<file path="src/hdl/sqch_pkg.sv">
// Shared types and constants for the square channel with frequency sweep.
// Holds the transaction payload structs, the channel state struct and the duty patterns.
// No dependencies.
package sqch_pkg;

    // Item kinds
    localparam logic [1:0] MODE_WRITE = 2'd0;
    localparam logic [1:0] MODE_DUTY_TICK = 2'd1;
    localparam logic [1:0] MODE_SWEEP_TICK = 2'd2;

    // Channel register indexes
    localparam logic [2:0] REG_SWEEP = 3'd0;
    localparam logic [2:0] REG_LENGTH_DUTY = 3'd1;
    localparam logic [2:0] REG_ENVELOPE = 3'd2;
    localparam logic [2:0] REG_FREQ_LOW = 3'd3;
    localparam logic [2:0] REG_FREQ_HIGH = 3'd4;

    // Configuration register indexes
    localparam logic CFG_MASTER_ON = 1'b0;

    // Read-back masks
    localparam logic [7:0] RB_SWEEP_MASK = 8'h80;
    localparam logic [7:0] RB_LENGTH_MASK = 8'h3F;
    localparam logic [7:0] RB_ENVELOPE_OFF = 8'h00;
    localparam logic [7:0] RB_FREQ_LOW = 8'hFF;
    localparam logic [7:0] RB_FREQ_HIGH_MASK = 8'hBF;
    localparam logic [7:0] RB_UNMAPPED = 8'hFF;
    localparam logic [7:0] RB_NONE = 8'h00;

    localparam logic [11:0] TIMER_RESET = 12'h800;
    localparam logic [6:0] LENGTH_FULL = 7'd64;

    // Bit i of a pattern is the level at duty step i
    localparam logic [3:0][7:0] DUTY_PATTERNS = '{
        8'b0111_1110,
        8'b1110_0001,
        8'b1000_0001,
        8'b1000_0000
    };

    typedef struct packed {
        logic [1:0] mode;
        logic [2:0] reg_index;
        logic [7:0] write_data;
        logic [7:0] tick_cycles;
    } sqch_in_t;

    typedef struct packed {
        logic [7:0]  read_back;
        logic        duty_level;
        logic        channel_active;
        logic [11:0] current_frequency;
        logic [6:0]  length_left;
        logic        length_gate;
    } sqch_out_t;

    typedef struct packed {
        logic [11:0] freq_code;
        logic [1:0]  pattern_select;
        logic [2:0]  pattern_step;
        logic [11:0] timer_count;
        logic [11:0] timer_period;
        logic [2:0]  sweep_period;
        logic        sweep_down;
        logic [2:0]  sweep_shift;
        logic [11:0] sweep_shadow;
        logic [2:0]  sweep_count;
        logic        sweep_on;
        logic [6:0]  length_count;
        logic        length_on;
        logic        chan_on;
    } sqch_state_t;

    // Power-up channel state: everything clear but the duty timer
    localparam sqch_state_t STATE_RESET = '{
        freq_code:      12'd0,
        pattern_select: 2'd0,
        pattern_step:   3'd0,
        timer_count:    TIMER_RESET,
        timer_period:   TIMER_RESET,
        sweep_period:   3'd0,
        sweep_down:     1'b0,
        sweep_shift:    3'd0,
        sweep_shadow:   12'd0,
        sweep_count:    3'd0,
        sweep_on:       1'b0,
        length_count:   7'd0,
        length_on:      1'b0,
        chan_on:        1'b0
    };

endpackage

</file>
<file path="src/hdl/sqch_step.sv">
// Next-state and result logic for one transaction of the square channel.
// Pure combinational: register writes, duty timer tick, sweep tick and trigger.
// Depends on sqch_pkg.
module sqch_step (
    input  sqch_pkg::sqch_state_t state_i,
    input  sqch_pkg::sqch_in_t    item_i,
    input  logic                  master_on_i,
    output sqch_pkg::sqch_state_t state_o,
    output sqch_pkg::sqch_out_t   result_o
);
    import sqch_pkg::*;

    function automatic logic [11:0] period_of(input logic [11:0] freq);
        // Overflowed codes hold the period at one
        period_of = freq[11] ? 12'd1 : (TIMER_RESET - freq);
    endfunction

    function automatic sqch_state_t run_sweep(input sqch_state_t st);
        sqch_state_t r;
        logic [11:0] delta;
        logic [12:0] sum;
        logic [11:0] nxt;
        r = st;
        delta = st.sweep_shadow >> st.sweep_shift;
        sum = {1'b0, st.sweep_shadow} + {1'b0, delta};
        // delta never exceeds the shadow, so the downward case cannot go below zero
        nxt = st.sweep_down ? (st.sweep_shadow - delta) : sum[11:0];
        if (nxt[11]) begin
            r.chan_on = 1'b0;
            r.sweep_on = 1'b0;
        end
        r.freq_code = nxt;
        r.sweep_shadow = nxt;
        r.sweep_count = st.sweep_period;
        r.timer_period = period_of(nxt);
        return r;
    endfunction

    sqch_state_t st;
    logic [7:0]  rb;
    logic [11:0] freq_w;
    logic signed [13:0] diff;
    logic signed [13:0] wrapped;
    logic [2:0]  count_dec;

    always_comb begin
        st = state_i;
        rb = RB_NONE;
        freq_w = state_i.freq_code;
        diff = $signed({2'b00, state_i.timer_count}) - $signed({6'b0, item_i.tick_cycles});
        wrapped = diff + $signed({2'b00, state_i.timer_period});
        count_dec = state_i.sweep_count - 3'd1;

        case (item_i.mode)
            MODE_WRITE: begin
                if (item_i.reg_index > REG_FREQ_HIGH) begin
                    rb = RB_UNMAPPED;
                end else if (!master_on_i) begin
                    case (item_i.reg_index)
                        REG_SWEEP:       rb = RB_SWEEP_MASK;
                        REG_LENGTH_DUTY: rb = RB_LENGTH_MASK;
                        REG_ENVELOPE:    rb = RB_ENVELOPE_OFF;
                        REG_FREQ_LOW:    rb = RB_FREQ_LOW;
                        default:         rb = RB_FREQ_HIGH_MASK;
                    endcase
                end else begin
                    case (item_i.reg_index)
                        REG_SWEEP: begin
                            st.sweep_period = item_i.write_data[6:4];
                            st.sweep_down = item_i.write_data[3];
                            st.sweep_shift = item_i.write_data[2:0];
                            rb = item_i.write_data | RB_SWEEP_MASK;
                        end
                        REG_LENGTH_DUTY: begin
                            st.length_count = LENGTH_FULL - {1'b0, item_i.write_data[5:0]};
                            st.pattern_select = item_i.write_data[7:6];
                            rb = item_i.write_data | RB_LENGTH_MASK;
                        end
                        REG_ENVELOPE: begin
                            rb = item_i.write_data;
                        end
                        REG_FREQ_LOW: begin
                            st.freq_code = {state_i.freq_code[11:8], item_i.write_data};
                            st.freq_code[11] = 1'b0;
                            st.timer_period = period_of(st.freq_code);
                            rb = RB_FREQ_LOW;
                        end
                        default: begin
                            freq_w = {1'b0, item_i.write_data[2:0], state_i.freq_code[7:0]};
                            st.freq_code = freq_w;
                            st.timer_period = period_of(freq_w);
                            if (item_i.write_data[7]) begin
                                if (state_i.length_count == 7'd0) begin
                                    st.length_count = LENGTH_FULL;
                                end
                                st.chan_on = 1'b1;
                                st.pattern_step = 3'd0;
                                st.timer_count = st.timer_period;
                                st.sweep_shadow = freq_w;
                                st.sweep_count = state_i.sweep_period;
                                st.sweep_on = (state_i.sweep_period != 3'd0) ||
                                              (state_i.sweep_shift != 3'd0);
                                if (state_i.sweep_shift != 3'd0) begin
                                    st = run_sweep(st);
                                end
                            end
                            st.length_on = item_i.write_data[6];
                            rb = item_i.write_data | RB_FREQ_HIGH_MASK;
                        end
                    endcase
                end
            end
            MODE_DUTY_TICK: begin
                if (item_i.tick_cycles != 8'd0) begin
                    if (diff <= 14'sd0) begin
                        // Reload with the period added back, floor of one
                        if (wrapped < 14'sd1) begin
                            st.timer_count = 12'd1;
                        end else begin
                            st.timer_count = wrapped[11:0];
                        end
                        st.pattern_step = state_i.pattern_step + 3'd1;
                    end else begin
                        st.timer_count = diff[11:0];
                    end
                end
            end
            MODE_SWEEP_TICK: begin
                if (state_i.sweep_on && (state_i.sweep_period != 3'd0)) begin
                    if (count_dec != 3'd0) begin
                        st.sweep_count = count_dec;
                    end else begin
                        st = run_sweep(state_i);
                    end
                end
            end
            default: begin
                st = state_i;
            end
        endcase
    end

    assign state_o = st;
    assign result_o.read_back = rb;
    assign result_o.duty_level = DUTY_PATTERNS[st.pattern_select][st.pattern_step];
    assign result_o.channel_active = st.chan_on;
    assign result_o.current_frequency = st.freq_code;
    assign result_o.length_left = st.length_count;
    assign result_o.length_gate = st.length_on;

endmodule

</file>
<file path="src/hdl/square_channel_with_sweep.sv">
// Top level of the square channel with frequency sweep.
// Input register, channel state, result register and the APB configuration port.
// Depends on sqch_pkg and sqch_step.
//
// Usage:
//   Items arrive on the s_ channel (valid/ready) as sqch_in_t: a channel
//   register write, a duty clock tick or a sweep tick. Each item yields
//   exactly one result on the m_ channel as sqch_out_t: read-back byte,
//   duty level, channel-on, frequency code, length count and length gate.
//   The input register takes the item at the accepting edge; the edge on which
//   it advances runs the state update and captures the result in one pass of
//   combinational logic into the result register. Throughput is one item per
//   cycle while the result register is free or m_ready is high, set by that
//   single pass on the state registers.
//   When m_ready is low the result register holds and the input register
//   still takes one more transaction; s_ready drops once both are full.
//   The APB port holds sound_master_on at byte address 0; with it low,
//   channel register writes change nothing and return fixed masks.
//   Reset (aresetn low, synchronous) empties both registers and returns the
//   channel state to its power-up values; master enable resets to off.
module square_channel_with_sweep (
    input  logic               aclk,
    input  logic               aresetn,
    input  logic               s_valid,
    output logic               s_ready,
    input  sqch_pkg::sqch_in_t s_data,
    output logic               m_valid,
    input  logic               m_ready,
    output sqch_pkg::sqch_out_t m_data,
    input  logic               psel,
    input  logic               penable,
    input  logic               pwrite,
    input  logic [2:0]         paddr,
    input  logic [31:0]        pwdata,
    output logic [31:0]        prdata,
    output logic               pready
);
    import sqch_pkg::*;

    logic        in_valid_reg;
    sqch_in_t    in_item_reg;
    logic        out_valid_reg;
    sqch_out_t   out_item_reg;
    sqch_state_t state_reg;
    sqch_state_t state_next;
    sqch_out_t   result_next;
    logic        master_on_reg;
    logic        advance;
    logic        cfg_write;

    sqch_step u_step (
        .state_i     (state_reg),
        .item_i      (in_item_reg),
        .master_on_i (master_on_reg),
        .state_o     (state_next),
        .result_o    (result_next)
    );

    assign advance = in_valid_reg && (!out_valid_reg || m_ready);
    assign s_ready = !in_valid_reg || advance;
    assign m_valid = out_valid_reg;
    assign m_data = out_item_reg;

    always_ff @(posedge aclk) begin
        if (!aresetn) begin
            in_valid_reg <= 1'b0;
        end else if (s_valid && s_ready) begin
            in_valid_reg <= 1'b1;
        end else if (advance) begin
            in_valid_reg <= 1'b0;
        end
    end

    always_ff @(posedge aclk) begin
        if (s_valid && s_ready) begin
            in_item_reg <= s_data;
        end
    end

    always_ff @(posedge aclk) begin
        if (!aresetn) begin
            out_valid_reg <= 1'b0;
        end else if (advance) begin
            out_valid_reg <= 1'b1;
        end else if (m_ready) begin
            out_valid_reg <= 1'b0;
        end
    end

    always_ff @(posedge aclk) begin
        if (advance) begin
            out_item_reg <= result_next;
        end
    end

    always_ff @(posedge aclk) begin
        if (!aresetn) begin
            state_reg <= STATE_RESET;
        end else if (advance) begin
            state_reg <= state_next;
        end
    end

    // APB: one register, byte offset within it ignored
    assign cfg_write = psel && penable && pwrite && (paddr[2] == CFG_MASTER_ON);
    assign pready = 1'b1;

    always_ff @(posedge aclk) begin
        if (!aresetn) begin
            master_on_reg <= 1'b0;
        end else if (cfg_write) begin
            master_on_reg <= pwdata[0];
        end
    end

    always_comb begin
        prdata = 32'd0;
        if (paddr[2] == CFG_MASTER_ON) begin
            prdata = {31'd0, master_on_reg};
        end
    end

endmodule

</file>
<file path="config.mk">
export PLATFORM = sky130hd
export DESIGN_NAME = square_channel_with_sweep
export DESIGN_NICKNAME = d
export VERILOG_FILES = /design/src/hdl/sqch_pkg.sv /design/src/hdl/sqch_step.sv /design/src/hdl/square_channel_with_sweep.sv
export SDC_FILE = /design/constraint.sdc
export NUM_CORES = 1
export LEC_CHECK = 0
export BUFFER_PORTS_ARGS = -buffer_cell sky130_fd_sc_hd__buf_4
export CAP_MARGIN = 10
export CORE_ASPECT_RATIO = 1.25
export CORE_MARGIN = 2
export CORE_UTILIZATION = 35
export CTS_CLUSTER_SIZE = 16
export DETAILED_ROUTE_END_ITERATION = 16
export REMOVE_ABC_BUFFERS = 1
export SYNTH_ARGS = -nofsm -noshare
export SYNTH_HDL_FRONTEND = slang
export SYNTH_SLANG_ARGS = --single-unit
</file>
<file path="constraint.sdc">
create_clock -name aclk -period 11.6 [get_ports aclk]
set_input_delay 0.58 -clock aclk [delete_from_list [all_inputs] [get_ports aclk]]
set_output_delay 0.58 -clock aclk [all_outputs]
set_load 0.02 [all_outputs]
</file>
==> results of run 1 <==
-- how the worst max path moves through the flow --
stage,startpoint,to,cells after the start
after floorplan,in_item_reg[17],state_reg[9],7
after CTS,in_item_reg[8],state_reg[41],18
after global placement,in_item_reg[8],state_reg[41],18
final,in_item_reg[8],state_reg[42],18
after global routing,state_reg[25],state_reg[42],19
after detailed placement,in_item_reg[8],state_reg[41],18
-- through the flow --
stage,std cells,hold slack [ns]
after floorplan,1239,0.437
after global placement,1712,0.447
after detailed placement,1712,0.458
after CTS,1744,0.307
after global routing,1744,0.300
final,1744,0.315
-- cells by family (layout without fill, tap and decap cells) --
logic type,after synthesis,count (layout),synth area share [%]
AOI/OAI and AO/OA,386,386,23.3
xor gates and xnor gates,89,89,7.45
adders and majority gates,57,57,7.10
buffers and inverters,154,157,6.79
DFF,127,127,29.2
muxes,37,37,4.95
other,2,32,0.0718
and+or+nand+nor,463,463,21.2
-- per-layer routing --
| metal | global-route usage, % | wire, µm | vias up |
|---|---|---|---|
| met4 | 11.7 | 1730 | 0 |
| li1 | - | - | 4741 |
| met1 | 25.4 | 13500 | 4677 |
| met5 | 0 | 0 | - |
| met3 | 2.87 | 1610 | 98 |
| met2 | 35.8 | 16100 | 336 |
-- area by class of cell --
| type | instances | area share [%] |
|---|---|---|
| timing repair buffer | 77 | 4.92 |
| clock buffer | 18 | 3.74 |
| inverter | 48 | 1.53 |
| sequential | 127 | 26.0 |
| multi-input combinational | 1064 | 58.1 |
| tap | 396 | 4.22 |
| clock inverter | 14 | 1.54 |
-- cells in the final DEF, fill, tap and decap left out, types with 7 or more instances in the layout --
master       n
xnor2_1     50
nor3_1      40
a211oi_1     8
xor2_1      39
a31oi_1     20
mux2_2       8
a211o_1      7
or2_2        9
buf_4       77
o31ai_1     13
nor3b_1      9
o211ai_1     9
a21oi_1    129
ha_1        53
nor2b_1     15
and2_1      16
clkbuf_16   17
nand2_1    137
o221ai_1     7
nor2_1     138
a21o_1      13
mux2i_1     18
o21a_1      12
mux4_2      11
nand2b_1    15
nand3_1     25
nor4_1      14
edfxtp_1    51
o21ai_0     94
and3_1      11
inv_1       45
dfxtp_1     76
conb_1      32
or3_1        7
a221oi_1    21
-- power by group through the flow --
stage	clock, mW	combinational (mW)	sequential (mW)
3_3_place_gp	0	0.424	0.518
2_1_floorplan	0	0.305	0.515
5_1_grt	0.596	0.473	0.511
3_5_place_dp	0	0.430	0.518
4_1_cts	0.576	0.432	0.508
6_report	0.570	0.439	0.509
-- critical path, stage by stage, from the launching register on --
cell       delay, ns
edfxtp_1        0.67
mux4_2          0.59
nor2_1          0.13
a2bb2oi_1       0.28
ha_1            0.18
nor2_1          0.04
a21oi_1         0.25
inv_1           0.08
ha_1            0.27
nor2b_1         0.15
o21a_1          0.18
o211a_1         0.22
nor4_1          0.36
o31ai_1         0.20
a31oi_1         0.23
xor2_1          0.74
nor2_1          0.29
a221oi_1        0.33
o21ai_0         0.12
==> flow_summary.yaml, run 1 <==
outcome:
  status: "finished, final reports clean"
power_and_ir_drop:
  peakVddDrop_uv: 100
  seqPwrFrac_pct: 33.5
  p_leak_nw: 4.53
  switching_power_uw: 523
  p_int_uw: 995
  clkPwrFrac_pct: 37.6
  p_sw_share_pct: 34.5
  power_mw: 1.52
  combPwrFrac_pct: 28.9
  power.density_nw_per_um2: 129
placed_design:
  io_buffers: 62
  dpl_cell_area_um2: 11100
  post-place-ws_ns: 6.16
  dp_hpwl_um: 25000
  place.gp.congestion: 0.934
logic_synthesis:
  async_reset_ff_share_pct: 0
  synthTopCellsByCount: "138 x nor2_1, 137 x nand2_1, 129 x a21oi_1, 94 x o21ai_0, 76 x dfxtp_1"
  yosysTopAreaCellShare_pct: 14.6
  synth.avg_cell_area_um2: 7.96
  synth_area_leaders: "edfxtp_1 15%, dfxtp_1 15%, ha_1 6.3%"
  yosys.cell_types.count: 83
  ys_ff_latch: 127
  yosysTopAreaCell: "edfxtp_1"
  synth-edff-count: 51
  ys.flop_type: "dfxtp_1"
  netlist_instances: 1315
  seq_area_frac_synth_pct: 29.2
  yosysWarningCount: 0
  yosysMostFrequentCell: "nor2_1"
  synth_area_um2: 10500
cells_and_area:
  seqCellArea_um2: 3050
  fin_util_pct: 40.0
  largest_reg_flops: 73
  multi_input_area_um2: 6820
  final_nets: 1455
  fillers: 3017
  antenna_cells: 0
  area_delta_synth_final_pct: 12.3
  final_area_um2: 11700
  layout-drive-gt1-share_pct: 11.4
routing:
  drc: 0
  drt-total-wl_um: 33000
  dr.pass1.iters: 6
  vias: 9852
  avgViaCountPerCell: 5.65
  ant_nets: 0
  wl_per_cell_um: 18.9
  drt-initial-drc-count: 668
worst_hold_path:
  hold_depth: 1
  hold_path.class: "input pin to register"
  min_to: "in_item_reg[3]"
  min_from: "s_data[3]"
clock_network:
  cts.hold.buffers_added: 0
  clk_latency_ns: 0.44
  post_cts_buffers: 0
  cts_resized: 0
  cts.sinks: 127
  cts_tree: "yes"
  path_clk_slew_ns: 0.06
  cts_max_path_buffers: 2
  cts-root-buf: "clkbuf_16"
  htreeDepth: 4
  cts-buffers-inserted: 17
die:
  core_um2: 29300
  dieArea_um2: 31300
  die_h_um: 197
  num_io_pins: 128
  rows: 70
  initial_core_util_pct: 35.7
  die_x_um: 159
worst_setup_path:
  cp-start-kind: "register"
  r2r-end: "state_reg[42]"
  cp.required_ns: 11.91
  reg2reg_slack_ns: 6.16
  r2r_start: "in_item_reg[8]"
  path_max_fanout: 13
  critPathKind: "register to register"
  ff2ff_path_depth: 18
  arrival_ns: 5.75
  endpoint_kind: "register"
timing:
  max_freq_mhz: 184
  finalSetupTns_ns: 0
  setup_slack_ns: 6.16
  hold_viol: 0
  maxSlewViolCount: 0
  final-setup-viol-count: 0
  tightest_slew_ns: 1.06
  period_minus_slack_ns: 5.44
  slew_headroom_pct: 29.1
  fin_crit_sh_pct: 46.9
  skew_ns: 0.0120
  rsz0062_at_grt: "false"
run:
  drv_cap: 0
grt:
  grt_max_degree: 60
  grt_pass1_vias: 9431
  grt_antenna_before_repair: 0
  gr-total-overflow: 0
  grt_usage_pct: 21.1
  grt_pass1_wl_um: 51100
Power figures use the tool's default switching activity.
==> run 2: changes to the inputs <==
==> constraint.sdc (replaced) <==
create_clock -name aclk -period 4.5 [get_ports aclk]
set_input_delay 0.225 -clock aclk [delete_from_list [all_inputs] [get_ports aclk]]
set_output_delay 0.225 -clock aclk [all_outputs]
set_load 0.02 [all_outputs]
==> flow_summary.yaml, run 2 (synthesized netlist as in run 1, its figures left out) <==
timing:
  hold_viol: 0
  fin_crit_sh_pct: 97.8
  final-setup-viol-count: 0
  setup_slack_ns: 0.100
  max_freq_mhz: 227
  slew_headroom_pct: 28.6
  maxSlewViolCount: 0
  period_minus_slack_ns: 4.40
  rsz0062_at_grt: "true"
  skew_ns: 0.0138
  finalSetupTns_ns: 0
  tightest_slew_ns: 1.07
worst_hold_path:
  hold_path.class: "input pin to register"
cells_and_area:
  seqCellArea_um2: 3060
  final_nets: 1566
  fillers: 2926
  antenna_cells: 0
  final_cell_mix: "161 x buf_4, 137 x nand2_1, 133 x nor2_1"
  fin_util_pct: 44.2
  final_common_cell: "buf_4"
  multi_input_area_um2: 7080
  largest_reg_flops: 73
  area_delta_synth_final_pct: 23.8
  layout-drive-gt1-share_pct: 19.9
grt:
  gr-total-overflow: 0
  grt_antenna_before_repair: 1
  grt_pass1_vias: 9912
  grt_max_degree: 40
  grt_usage_pct: 22.2
  grt_pass1_wl_um: 53400
run:
  drv_cap: 0
placed_design:
  place.gp.congestion: 0.962
  dp_hpwl_um: 26800
  io_buffers: 62
  post-place-ws_ns: -0.0734
worst_setup_path:
  cp.required_ns: 4.67
  cp-start-kind: "register"
  path_max_fanout: 5
  arrival_ns: 4.57
  critPathKind: "register to register"
  endpoint_kind: "register"
clock_network:
  cts_max_path_buffers: 2
  cts_tree: "yes"
  cts.sinks: 127
  htreeDepth: 4
  cts-buffers-inserted: 17
  cts-root-buf: "clkbuf_16"
  clk_latency_ns: 0.44
  path_clk_slew_ns: 0.06
die:
  rows: 70
  die_h_um: 197
  core_um2: 29300
  initial_core_util_pct: 35.7
  num_io_pins: 128
  dieArea_um2: 31300
  die_x_um: 159
power_and_ir_drop:
  power.density_nw_per_um2: 323
  peakVddDrop_uv: 247
  power_mw: 4.19
  p_leak_nw: 5.13
routing:
  drt-total-wl_um: 35300
  wl_per_cell_um: 19.0
  drc: 0
  ant_nets: 0
  dr.pass1.iters: 5
  drt-initial-drc-count: 780
  vias: 10368
  avgViaCountPerCell: 5.59
outcome:
  status: "finished, final reports clean"
==> run 2: cell count changes in the layout (fill, tap and decap cells not counted), sizes merged <==
cell and delta:
buf +88, dlygate4sd3 +22, clkbuf +4, clkinvlp -2
bufinv -1
==> run 2: worst max-delay path: stages, from the launching register on <==
cell       delay (ns)
edfxtp_1         0.41
mux4_2           0.53
nor2_2           0.15
a2bb2oi_2        0.19
ha_1             0.26
nor2_2           0.11
a21oi_2          0.05
inv_1            0.06
ha_1             0.21
nor2b_1          0.15
o21a_1           0.18
o211a_1          0.24
nor4_2           0.29
buf_4            0.16
or3_1            0.10
xor2_1           0.20
buf_4            0.18
a21oi_1          0.12
o21ai_0          0.43
nand2_1          0.11
==> run 2: area by class of cell <==
type / instances / area share (%)
inverter: 48 / 1.39
clock buffer: 21 / 3.80
clock inverter: 11 / 1.08
timing repair buffer: 188 / 11.7
tap: 396 / 3.82
sequential: 127 / 23.6
multi-input combinational: 1064 / 54.6
==> run 2: per-layer routing <==
| layer | vias to the layer above | track usage (%) | part of all wire, % |
|---|---|---|---|
| li1 | 4964 | - | - |
| met1 | 4940 | 26.8 | 41 |
| met2 | 356 | 37.5 | 49 |
| met3 | 106 | 3.25 | 4.8 |
| met4 | 2 | 12.3 | 5.3 |
| met5 | - | 0 | 0.037 |
==> run 2: stage by stage <==
| stage | area, µm² | hold slack (ns) | instances |
|---|---|---|---|
| 2_1_floorplan | 10000 | 0.324 | 1239 |
| 3_3_place_gp | 11700 | 0.404 | 1791 |
| 3_5_place_dp | 11700 | 0.405 | 1791 |
| 4_1_cts | 12600 | 0.0407 | 1846 |
| 5_1_grt | 13000 | 0.0395 | 1855 |
| 6_report | 13000 | 0.0394 | 1855 |
==> run 2: worst paths after layout <==
check | from | endpoint | slack (ns) | depth (start not counted)
setup reg to reg | in_item_reg[8] | m_data[15] | 0.10 | 19
hold reg to reg | state_reg[8] | state_reg[8] | 0.46 | 2
setup / recovery | in_item_reg[8] | m_data[15] | 0.10 | 19
hold / removal | pwdata[0] | master_on_reg | 0.04 | 3
==> run 2: power by group <==
part / internal [mW] / switching, mW
clock network: 0.911 / 0.571
registers: 1.25 / 0.0465
logic: 0.597 / 0.820
total: 2.75 / 1.44
==> run 2: repair_timing <==
item | in CTS | in global routing
gates resized for setup | 9 | 57
hold buffers | 22 | 0
pin swaps | 1 | 10
setup buffers | 1 | 8
setup endpoints to repair | 19 | 30
endpoints found under the hold margin | 22 | 0
cloned | 0 | 1
